### src/hdl/kmmma_pkg.sv
// Shared types, constants and command/status bundles of the keyed aggregator.
package kmmma_pkg;

  localparam int unsigned TABLE_DEPTH = 1024;
  localparam int unsigned IDX_W       = (TABLE_DEPTH > 1) ? $clog2(TABLE_DEPTH) : 1;
  localparam int unsigned USED_W      = $clog2(TABLE_DEPTH + 1);

  localparam int unsigned NUM_SENSORS = 6;
  localparam int unsigned SEN_W       = 3;
  localparam int unsigned DEV_W       = 16;
  localparam int unsigned MONTH_W     = 15;
  localparam int unsigned VAL_W       = 32;
  localparam int unsigned SUM_W       = 56;
  localparam int unsigned CNT_W       = 24;
  localparam int unsigned KEY_W       = DEV_W + MONTH_W + SEN_W;

  localparam logic [CNT_W-1:0]   COUNT_MAX       = '1;
  localparam logic [MONTH_W-1:0] FIRST_MONTH_RST = 15'd24290;  // March 2024
  localparam logic [SEN_W-1:0]   LAST_SENSOR     = SEN_W'(NUM_SENSORS - 1);

  typedef enum logic [1:0] {
    ST_UPDATED = 2'd0,
    ST_CREATED = 2'd1,
    ST_FULL    = 2'd2
  } upd_status_e;

  typedef struct packed {
    logic [KEY_W-1:0]        key;
    logic signed [VAL_W-1:0] max_v;
    logic signed [VAL_W-1:0] min_v;
    logic signed [SUM_W-1:0] sum_v;
    logic [CNT_W-1:0]        cnt_v;
  } entry_t;

  localparam int unsigned ENTRY_W = $bits(entry_t);

  typedef struct packed {
    logic clr_k;
    logic inc_k;
    logic wr_hit;
    logic wr_new;
    logic div_start;
    logic load_out;
    logic next_sensor;
  } dp_cmd_t;

  typedef struct packed {
    logic              month_ok;
    logic              used_zero;
    logic              key_match;
    logic              k_last;
    logic              full;
    logic              div_done;
    logic              div_busy;
    logic              out_free;
    logic              sen_last;
    logic [USED_W-1:0] used;
  } dp_stat_t;

endpackage

### src/hdl/kmmma_ctrl.sv
// Controller: sequences month check, table scan, update, divide and output per reading.
module kmmma_ctrl import kmmma_pkg::*; (
  input  logic     clk_i,
  input  logic     rst_ni,
  input  logic     in_valid_i,
  input  dp_stat_t stat_i,
  output logic     in_ready_o,
  output dp_cmd_t  cmd_o
);

  typedef enum logic [3:0] {
    S_IDLE, S_CHECK, S_START, S_READ, S_CMP, S_MISS, S_DIV, S_WAITD, S_OUT
  } state_e;

  state_e state_q, state_d;

  // next state and commands
  always_comb begin
    state_d = state_q;
    cmd_o   = '0;
    unique case (state_q)
      S_IDLE:  state_d = in_valid_i ? S_CHECK : S_IDLE;
      S_CHECK: state_d = stat_i.month_ok ? S_START : S_IDLE;
      S_START: begin
        cmd_o.clr_k = 1'b1;
        state_d     = stat_i.used_zero ? S_MISS : S_READ;
      end
      S_READ:  state_d = S_CMP;
      S_CMP: begin
        priority if (stat_i.key_match) begin
          cmd_o.wr_hit = 1'b1;
          state_d      = S_DIV;
        end else if (stat_i.k_last) begin
          state_d = S_MISS;
        end else begin
          cmd_o.inc_k = 1'b1;
          state_d     = S_READ;
        end
      end
      S_MISS: begin
        cmd_o.wr_new = 1'b1;
        state_d      = stat_i.full ? S_OUT : S_DIV;
      end
      S_DIV: begin
        cmd_o.div_start = 1'b1;
        state_d         = S_WAITD;
      end
      S_WAITD: state_d = stat_i.div_done ? S_OUT : S_WAITD;
      S_OUT: begin
        if (stat_i.out_free) begin
          cmd_o.load_out = 1'b1;
          if (stat_i.sen_last) begin
            state_d = S_IDLE;
          end else begin
            cmd_o.next_sensor = 1'b1;
            state_d           = S_START;
          end
        end
      end
      default: state_d = S_IDLE;
    endcase
  end

  // hold state; leave idle when a word is taken
  always_ff @(posedge clk_i or negedge rst_ni) begin
    if (!rst_ni) begin
      state_q <= S_IDLE;
    end else begin
      state_q <= state_d;
    end
  end

  assign in_ready_o = (state_q == S_IDLE);

endmodule

### config.mk
export PLATFORM = sky130hd
export DESIGN_NAME = kmmma_ctrl
export DESIGN_NICKNAME = d
export VERILOG_FILES = /design/src/hdl/kmmma_pkg.sv /design/src/hdl/kmmma_ctrl.sv
export SDC_FILE = /design/constraint.sdc
export NUM_CORES = 1
export LEC_CHECK = 0
export BUFFER_PORTS_ARGS = -buffer_cell sky130_fd_sc_hd__buf_2
export CAP_MARGIN = 20
export CORE_AREA = 5 5 42 44
export CTS_CLUSTER_SIZE = 40
export DETAILED_ROUTE_END_ITERATION = 8
export DIE_AREA = 0 0 47 49
export PLACE_DENSITY_LB_ADDON = 0.05
export SYNTH_ARGS = -nofsm -noshare
export SYNTH_HDL_FRONTEND = slang
export SYNTH_SLANG_ARGS = --single-unit
### constraint.sdc
create_clock -name clk_i -period 1.17 [get_ports clk_i]
set_input_delay 0.1755 -clock clk_i [delete_from_list [all_inputs] [get_ports clk_i]]
set_output_delay 0.1755 -clock clk_i [all_outputs]
set_load 0.05 [all_outputs]
==> impl_metrics.ini <==
[pwr]
leakage_uw = 0.000379
total_switching_power_uw = 1000
power.internal_uw = 1220
p_seq_frac = 0.141
pwr_density_cell_mw_per_mm2 = 2610
ir_drop_uv = 1320
power.share.clock = 0.078
swShare = 0.451
power_frac_comb = 0.780

[drt]
vias = 494
drc = 0
firstDrtPassIters = 4
drtAntennaViolNets = 0
wl_per_cell_um = 13.3
vias_per_cell = 4.89
finalWirelength_mm = 1.35
drt-initial-drc-count = 7

[sta]
drv_slew = 0
hold_viol_final = 0
tightest_slew_ps = 233
fin_ws_ps = -386
period_minus_slack_ps = 1560
finalClockSkew_ps = 5.15
finalSetupTns_ps = -2690
relSlewSlack = 0.843
fin_crit_sh = 1.33
grt_setup_unrepaired = true
setup_violations = 10
max_freq_ghz = 0.643

[grt]
grt-ovfl-total = 0
antenna_found_initial = 0
grt_max_degree = 8
track_usage = 0.136
grt_first_pass_wirelength_mm = 2.24
grt_pass1_vias = 507

[setup_path]
critical-path-max-stage-delay_ps = 440
worstPathMaxFanout = 5
cp_cell_sequence = nor3_4 -> and3_4 -> nor2b_4 -> buf_6
cp.required_ps = 990
cp_top_family = simple AND/OR/NAND/NOR gates
endpoint_kind = output pin
cp.arrival_ps = 1380
startpoint_type = flop
slowest_stage = dfrtp_2
crit_buf_inv = 1
critical_path_class = flop to output pin

[floorplanning]
die_area_mm2 = 0.00230
io_pins = 31
rows = 14
start_util = 0.286
die_x_um = 47
core_area_mm2 = 0.00140
die_y_um = 49

[synth]
synthCells = 45
synth_area_leaders = dfrtp_1 25%, buf_6 8.4%, nand2_1 4.7%, nor2b_1 4.7%, and3b_1 4.4%
ys_seq_elements = 4
ys_types = 27
ys_async_sr_fraction = 1.00
syn_area_um2 = 400
synth_edf_count = 0
synth_area_per_cell_um2 = 8.90
ys_dominant_reg_cell = dfrtp_1
yosys_warnings = 0
yosysMostFrequentCell = nand2_1
ys_seq_area_frac = 0.250
yosysTopAreaCell = dfrtp_1
synth_nets = 68
synth.top_cell.area_share = 0.250
synth_commonest_cells = 5 x nand2_1, 4 x dfrtp_1, 3 x buf_6, 3 x nor2b_1

[cells_and_area]
fin_util = 0.608
area_growth_pct = 113
final_nets = 110
diodes = 0
reg_top3 = state_q (4)
layout-drive-gt1-share = 0.812
largest_register = state_q
largest_register_ffs = 4
stdcell_count = 101

[clock_tree]
numCtsBuffers = 3
cts.path.max_buffers = 2
cts_tree = done
ctsRootBufferMaster = clkbuf_4
clk_pin_slew_ps = 40
cts_sinks = 4
htree_levels = 1
clock_latency_ps = 240

[run_status]
failed_checks = negative setup slack
outcome = complete, but fails checks

[flow_run]
max_cap_viol_count = 0

[min_path]
hp-class = input pin to flop

[placed_design]
place_inst = 86
dp_hpwl_um = 930
portBuffers = 18
gp_congestion = 0.756
place_ws_ps = -226
==> final timing paths <==
path	start	to	slack [ps]	cells after the start
setup / recovery	state_q[1]	cmd_o[0]	-390	4
hold / removal	in_valid_i	state_q[0]	200	3
setup reg to reg	state_q[1]	state_q[1]	-210	7
hold reg to reg	state_q[3]	state_q[0]	680	2
max in group asynchronous	rst_ni	state_q[0]	760	2
min in group asynchronous	rst_ni	state_q[1]	280	2
==> cells in the final DEF (no fill, tap or decap), types with 2 or more instances in the layout <==
master and n:
buf_2 10, nor3_4 2, nand2_1 3, nor2_4 3, nand2_2 2, nor2b_4 2, o22ai_2 2, nor2b_1 2
buf_4 17, buf_8 3, o21ai_1 4, and3_4 2, clkbuf_4 3, dfrtp_2 4, buf_6 10
==> layer usage <==
layer | vias to the layer above | global-route usage | wire length (um)
li1 | 245 | - | -
met1 | 222 | 0.171 | 545
met2 | 21 | 0.206 | 650
met3 | 6 | 0.00369 | 84
met4 | 0 | 0.111 | 67
met5 | - | 0 | 0
==> cells by family (layout without fill, tap and decap cells) <==
| logic type | Yosys count | count (layout) | share of synthesized area |
|---|---|---|---|
| multiplexers | 1 | 1 | 0.0250 |
| buffers and inverters | 5 | 45 | 0.106 |
| flip-flops | 4 | 4 | 0.250 |
| AND/OR/NAND/NOR | 22 | 22 | 0.366 |
| AO/OA/AOI/OAI | 13 | 13 | 0.253 |
==> worst register-to-register path, delay by kind of cell (launching register included) <==
| family | cells | cell delay, ps |
|---|---|---|
| AO/OA/AOI/OAI | 2 | 240 |
| AND/OR/NAND/NOR | 2 | 200 |
| buffers and inverters | 3 | 420 |
| flip-flops | 1 | 440 |
==> per-stage QoR <==
step	instance area, um2	hold slack (ps)	power (uW)
2_1_floorplan	475	-120	1270
3_3_place_gp	623	-17.0	1590
3_5_place_dp	623	-15.3	1580
4_1_cts	762	174	2020
5_1_grt	852	201	2370
6_report	852	199	2220
==> cell type report <==
type                            count  area, um2
Multi-Input combinational cell     36        355
Timing Repair Buffer               41        345
Inverter                            1       3.75
Tap cell                           16       20.0
Fill cell                         127        549
Sequential cell                     4        105
Clock buffer                        3       22.5
==> power by group through the flow <==
stage	Clock [uW]	Sequential, uW	Combinational, uW
global route	191	326	1850
global placement	0	285	1300
CTS	179	293	1540
floorplan	0	243	1020
detailed placement	0	287	1290
finish	174	314	1730
==> what timing repair did <==
| action | 4_1_cts | 5_1_grt |
|---|---|---|
| pin swaps | 8 | 6 |
| buffers inserted | 6 | 6 |
| hold endpoints to repair | 4 | 0 |
| hold buffers | 1 | 0 |
| endpoints found under the setup margin | 9 | 12 |
| gates resized for setup | 20 | 17 |
(Power assumes the default switching activity.)
